<file path="src/design/frbc_pkg.sv">
// shared constants, types and the crc byte update for the flash record checker
package frbc_pkg;

  localparam int RECORD_BYTES = 64;
  localparam int POS_W        = $clog2(RECORD_BYTES);
  localparam logic [POS_W-1:0] POS_CRC_LO = POS_W'(RECORD_BYTES - 2);
  localparam logic [POS_W-1:0] POS_LAST   = POS_W'(RECORD_BYTES - 1);

  localparam int QUEUE_DEPTH = 4;
  localparam int QPTR_W      = $clog2(QUEUE_DEPTH);
  localparam int QCNT_W      = $clog2(QUEUE_DEPTH + 1);

  localparam logic [15:0] CRC_INIT = 16'hFFFF;
  localparam logic [15:0] CRC_POLY = 16'h1021;

  localparam int CFG_ADDR_W = 3;
  localparam int CFG_DATA_W = 32;
  localparam logic REG_WANTED_ID = 1'b0;

  typedef enum logic [2:0] {
    OP_FIRST  = 3'd0,
    OP_SECOND = 3'd1,
    OP_BODY   = 3'd2,
    OP_CRC_LO = 3'd3,
    OP_LAST   = 3'd4
  } op_kind_t;

  typedef struct packed {
    op_kind_t    kind;
    logic [7:0]  data;
  } frbc_op_t;

  function automatic logic [15:0] crc_byte(input logic [15:0] crc_in, input logic [7:0] b);
    logic [15:0] c;
    c = crc_in ^ {b, 8'h00};
    for (int k = 0; k < 8; k++) begin
      if (c[15]) begin
        c = {c[14:0], 1'b0} ^ CRC_POLY;
      end else begin
        c = {c[14:0], 1'b0};
      end
    end
    return c;
  endfunction

endpackage

</file>
<file path="src/design/frbc_back.sv">
// back end: crc update, id capture, final compare and result register
module frbc_back
  import frbc_pkg::*;
(
  input  logic        clk,
  input  logic        rst_n,
  input  logic        op_valid,
  input  frbc_op_t    op,
  output logic        op_pop,
  input  logic [15:0] wanted_id,
  output logic        out_valid,
  input  logic        out_stall,
  output logic [15:0] out_record_id,
  output logic        out_id_match,
  output logic        out_crc_ok,
  output logic [15:0] out_computed_crc
);

  logic [15:0] crc_r;
  logic [15:0] crc_nxt;
  logic [15:0] id_r;
  logic [7:0]  crc_lo_r;
  logic        out_valid_r;
  logic [15:0] res_id_r;
  logic        res_match_r;
  logic        res_ok_r;
  logic [15:0] res_crc_r;
  logic        out_free;
  logic [15:0] computed;
  logic [15:0] crc_base;

  // the result register frees up in the same cycle it is taken
  assign out_free = !out_valid_r || !out_stall;
  assign op_pop   = op_valid && ((op.kind != OP_LAST) || out_free);

  assign crc_base = (op.kind == OP_FIRST) ? CRC_INIT : crc_r;
  assign crc_nxt  = crc_byte(crc_base, op.data);
  assign computed = ~crc_r;

  always_ff @(posedge clk) begin
    if (!rst_n) begin
      crc_r    <= CRC_INIT;
      id_r     <= '0;
      crc_lo_r <= '0;
    end else if (op_pop) begin
      unique case (op.kind)
        OP_FIRST: begin
          crc_r     <= crc_nxt;
          id_r[7:0] <= op.data;
        end
        OP_SECOND: begin
          crc_r      <= crc_nxt;
          id_r[15:8] <= op.data;
        end
        OP_BODY: begin
          crc_r <= crc_nxt;
        end
        OP_CRC_LO: begin
          crc_lo_r <= op.data;
        end
        OP_LAST: begin
          crc_r <= CRC_INIT;
        end
        default: begin
          crc_r <= crc_r;
        end
      endcase
    end
  end

  always_ff @(posedge clk) begin
    if (!rst_n) begin
      out_valid_r <= 1'b0;
    end else if (op_pop && (op.kind == OP_LAST)) begin
      out_valid_r <= 1'b1;
    end else if (!out_stall) begin
      out_valid_r <= 1'b0;
    end
  end

  always_ff @(posedge clk) begin
    if (op_pop && (op.kind == OP_LAST)) begin
      res_id_r    <= id_r;
      res_match_r <= (id_r == wanted_id);
      res_ok_r    <= (computed == {op.data, crc_lo_r});
      res_crc_r   <= computed;
    end
  end

  assign out_valid        = out_valid_r;
  assign out_record_id    = res_id_r;
  assign out_id_match     = res_match_r;
  assign out_crc_ok       = res_ok_r;
  assign out_computed_crc = res_crc_r;

endmodule

</file>
<file path="config.mk">
export PLATFORM = sky130hd
export DESIGN_NAME = frbc_back
export DESIGN_NICKNAME = d
export VERILOG_FILES = /design/src/design/frbc_pkg.sv /design/src/design/frbc_back.sv
export SDC_FILE = /design/constraint.sdc
export NUM_CORES = 1
export LEC_CHECK = 0
export ABC_AREA = 1
export BUFFER_PORTS_ARGS = -buffer_cell sky130_fd_sc_hd__buf_2
export CORE_UTILIZATION = 49
export DETAILED_ROUTE_END_ITERATION = 10
export PLACE_DENSITY = 0.83
export SLEW_MARGIN = 25
export SYNTH_ARGS = -nofsm -noshare
export SYNTH_HDL_FRONTEND = slang
export SYNTH_SLANG_ARGS = --single-unit
</file>
<file path="constraint.sdc">
create_clock -name clk -period 2 [get_ports clk]
set_input_delay 0.1 -clock clk [delete_from_list [all_inputs] [get_ports clk]]
set_output_delay 0.1 -clock clk [all_outputs]
set_load 0.01 [all_outputs]
</file>
* Word-level counts from Yosys, hierarchy flattened
Cells that the tools add are included.
Word-level totals: bits in registers 75, output and inout port bits 36
Cells by class: equality and inequality tests 8, multiplexer cells 12, bitwise operators 10, reductions and logical operators 13
Operators by type and width (number):
- $mux W13 | 8
- $eq A16 B16 Y1 | 2
- $pmux W16 S2 | 1
- $not A3 Y3 | 8
- $mux W16 | 1
- $not A16 Y16 | 1
- $xor A16 B16 Y16 | 1
- $reduce_and A2 Y1 | 4
- $eq A3 B2 Y1 const B | 2
- $eq A3 B1 Y1 const B | 1
- $eq A3 B3 Y1 const B | 1
- $logic_not A3 Y1 | 1
- $ne A3 B3 Y1 const B | 1
- $reduce_or A3 Y1 | 1
- $logic_and A1 B1 Y1 | 2
- $logic_not A1 Y1 | 2
- $logic_or A1 B1 Y1 | 2
- $mux W1 | 2
- $ne A2 B1 Y1 const B | 1
- $reduce_bool A2 Y1 | 1

* Logic depth before layout (Yosys ltp)
depth in word-level cells 20, depth in mapped cells 12

* Worst setup path after synthesis
OpenSTA, ideal clock, no wires.
kind flip-flop to flip-flop, start register out_valid_r (netlist: out_valid), end register res_crc_r[0] (netlist: out_computed_crc[0]), enable pin, setup time 389 ps, data arrival time 1330 ps, path slack 281 ps, stages on the path, launching flop included 6, cells stage by stage dfxtp_1 -> nand2_1 -> o21ai_2 -> inv_2 -> nand2_1 -> inv_1
On the way: longest elaborated chain between the ends 5
RTL lines:
- start, declared | RTL line frbc_back.sv:23 | logic out_valid_r;
- start signal, assigned | RTL line frbc_back.sv:73 | out_valid_r <= 1'b0;
- start signal, assigned | RTL line frbc_back.sv:75 | out_valid_r <= 1'b1;
- start signal, assigned | RTL line frbc_back.sv:77 | out_valid_r <= 1'b0;
- $logic_not A1 Y1 | RTL line frbc_back.sv:33 | assign out_free = !out_valid_r || !out_stall;
- $logic_or A1 B1 Y1 | RTL line frbc_back.sv:33
- $logic_or A1 B1 Y1 | RTL line frbc_back.sv:34 | assign op_pop = op_valid && ((op.kind != OP_LAST) || out_free);
- $logic_and A1 B1 Y1 | RTL line frbc_back.sv:34
- net op_pop | RTL line frbc_back.sv:9 | output logic op_pop,
- $logic_and A1 B1 Y1 | RTL line frbc_back.sv:82 | if (op_pop && (op.kind == OP_LAST)) begin
- end signal, assigned | RTL line frbc_back.sv:86 | res_crc_r <= computed;
- end, declared | RTL line frbc_back.sv:27 | logic [15:0] res_crc_r;
The timed path passes the listed nets, and every way through them passes these cells. A chain may end at the register's enable or synchronous reset.

* Final worst setup path
start register out_valid_r (netlist: out_valid), end register crc_r[1]
On the way: longest elaborated chain between the ends 5
RTL lines:
- $logic_not A1 Y1 | RTL line frbc_back.sv:33
- $logic_or A1 B1 Y1 | RTL line frbc_back.sv:33
- $logic_or A1 B1 Y1 | RTL line frbc_back.sv:34
- $logic_and A1 B1 Y1 | RTL line frbc_back.sv:34
- $reduce_and A2 Y1 (no source line)
- end signal, assigned | RTL line frbc_back.sv:48 | crc_r <= crc_nxt;
- end signal, assigned | RTL line frbc_back.sv:52 | crc_r <= crc_nxt;
- end signal, assigned | RTL line frbc_back.sv:56 | crc_r <= crc_nxt;
- end, declared | RTL line frbc_back.sv:19 | logic [15:0] crc_r;
Every way passes these cells.

==> impl_metrics.json <==
{
  "placed_cells": 567,
  "ys_seq_area_frac": 0.528,
  "path_cells": "nand2_1 > o21ai_2 > inv_2 > o211ai_2 > inv_2 > o21ai_0 > nand2_1",
  "gp_congestion": 1.02,
  "dieArea_um2": 7470,
  "p_int_mw": 2.64,
  "synth_nets": 443,
  "grt_pass1_vias": 2807,
  "post_cts_buffers": 0,
  "worst-slew-pin-transition_ns": 0.591,
  "die_height_um": 86.4,
  "cp_num_buf_inv": 2,
  "vias": 3085,
  "cts.path.max_buffers": 2,
  "status": "finished, final reports clean",
  "synthCells": 412,
  "start_util": 0.511,
  "drive_gt1_frac": 0.228,
  "fin_hold_ws_ns": 0.0670,
  "crit_fanout": 15,
  "hpwl_um": 6390,
  "setup_viol": 0,
  "h-tree-depth": 3,
  "row_count": 30,
  "max_stage_delay_ns": 0.33,
  "timing.final.ws_setup_ns": 0.434,
  "ys_ff_latch": 75,
  "wl_met2_um": 4150,
  "finalCritPeriodShare": 0.783,
  "min_period_ns": 1.57,
  "cts_buffers": 9,
  "synth_top_area_cell": "edfxtp_1",
  "syn_avg_cell_area_um2": 8.47,
  "grt.total_usage": 0.241,
  "design_area_um2": 4140,
  "maxSlewHeadroom": 0.604,
  "p_sw_mw": 0.933,
  "drv_cap": 0,
  "grt_pass1_wl_um": 13500,
  "grt_max_degree": 24,
  "cp-start-kind": "flop",
  "final_util": 0.606,
  "power.total_mw": 3.58,
  "seqPwrFrac": 0.475,
  "yosys.cell_types.count": 31,
  "fin_skew_ns": 0.00480,
  "cp-end-kind": "flop",
  "antenna_cells": 0,
  "grt_setup_unrepaired": "no",
  "firstDrtPassIters": 5,
  "insertion_delay_ns": 0.35,
  "wl_met3_um": 660,
  "clock-sinks": 75,
  "p_comb_frac": 0.132,
  "holdBufCountCts": 0,
  "final_cells": 582,
  "wl_um": 8760,
  "pin_count": 67,
  "drc": 0,
  "wl_met1_um": 3730,
  "fmax_mhz": 638,
  "clock_power_share": 0.393,
  "dpl_cell_area_um2": 3900,
  "syn_area_um2": 3490,
  "synth_top_area_frac": 0.292,
  "power.leakage_nw": 1.93,
  "ant_nets": 0,
  "port_buffers": 66,
  "cts_tree": "done",
  "hp-class": "input pin to flop",
  "criticalPathCategory": "flop to flop",
  "vdd_drop_max_v": 0.000343,
  "critical-path-slowest-cell": "dfxtp_1",
  "antenna_found_initial": 0,
  "wl_per_cell_um": 15.0,
  "switching_share": 0.261,
  "crit_arrival_ns": 1.81,
  "coreArea_um2": 6830,
  "drtIter0Drc": 235,
  "powerDensity_nw_per_um2": 864,
  "grt_overflow_total": 0,
  "highest_layer": "met4",
  "fp.dieW_um": 86.4,
  "finalNetCount": 513,
  "path_clk_slew_ns": 0.08,
  "setup_tns_ns": 0,
  "synth_area_leaders": "edfxtp_1 29%, dfxtp_1 24%, nand2_1 12%",
  "cts-root-buf": "clkbuf_8",
  "routed_via_density": 5.30,
  "synth_warnings": 0,
  "hold_viol": 0,
  "crit_family": "compound AO/OA/AOI/OAI gates",
  "syn2layout_area_growth_pct": 18.6,
  "required_ns": 2.25,
  "slew_violations": 0,
  "cts_resized": 0,
  "post-place-ws_ns": 0.320
}
==> cell families after synthesis <==
group	share of synthesized area
AOI/OAI and AO/OA	0.118
DFF	0.528
xor gates and xnor gates	0.0427
and+or+nand+nor	0.243
buffers and inverters	0.0681
==> power groups by stage <==
stage                     registers [mW]  logic [mW]  clock network, mW
after floorplan                     1.73       0.319                  0
after global placement              1.73       0.447                  0
after detailed placement            1.73       0.463                  0
after CTS                           1.70       0.467               1.41
after global routing                1.70       0.521               1.48
final                               1.70       0.473               1.40
==> worst paths after layout <==
| kind | from | endpoint | slack [ns] | cells past startpoint |
|---|---|---|---|---|
| worst max register to register | out_valid | crc_r[1] | 0.43 | 7 |
| worst max-delay path | out_valid | crc_r[1] | 0.43 | 7 |
| worst min-delay path | op[7] | id_r[7] | 0.07 | 3 |
| worst min register to register | id_r[11] | out_record_id[11] | 0.44 | 0 |
==> metal layers <==
| layer | global-route usage | vias to the layer above |
|---|---|---|
| li1 | - | 1503 |
| met1 | 0.305 | 1422 |
| met2 | 0.404 | 139 |
| met3 | 0.0371 | 21 |
| met4 | 0.115 | 0 |
| met5 | 0 | - |
==> worst min-delay path, delay by kind of cell <==
| family | cells | cell delay [ns] |
|---|---|---|
| AO/OA/AOI/OAI | 1 | 0.06 |
| buffers and inverters | 1 | 0.13 |
| AND/OR/NAND/NOR | 1 | 0.08 |
==> cells in the mapped netlist, drive strengths merged <==
cell type    n
a21oi       39
nor3         6
o21ai       34
nor4         1
nand3       44
o22ai        2
dfxtp       41
nand4        2
xor2        11
inv         46
nand3b       2
buf          7
or2          3
nor2         9
edfxtp      34
o211ai       2
nand2      119
clkbuf       3
clkinv       1
xnor2        6
==> sequential cells by signal (all words and copies together), names as in the netlist <==
| signal | count |
|---|---|
| crc_lo_r | 8 |
| out_crc_ok | 1 |
| out_valid | 1 |
| out_record_id | 16 |
| crc_r | 16 |
| out_id_match | 1 |
| out_computed_crc | 16 |
| id_r | 16 |
==> layout make-up <==
cell class	count	area, µm²
clock inverter	6	114
multi-input combinational	280	1410
clock buffer	9	124
tap	96	120
timing repair buffer	69	353
sequential	75	1840
fill	608	2690
inverter	47	176
==> layout by cell type (no fill, tap or decap), types with 2 or more instances in the layout <==
master	instances
buf_4	3
nor2_1	8
nand4_1	2
bufinv_16	3
nand2_2	7
dfxtp_1	41
o21ai_0	25
buf_2	66
nand2_4	3
clkbuf_8	9
inv_1	40
o21ai_1	5
nand3_1	43
xnor2_1	6
o21ai_2	4
nand2_1	109
a21oi_1	39
edfxtp_1	34
nand3b_1	2
nor3_1	5
or2_2	3
inv_2	6
o22ai_1	2
clkinvlp_4	2
xor2_1	11
Power figures use the tool's default switching activity.
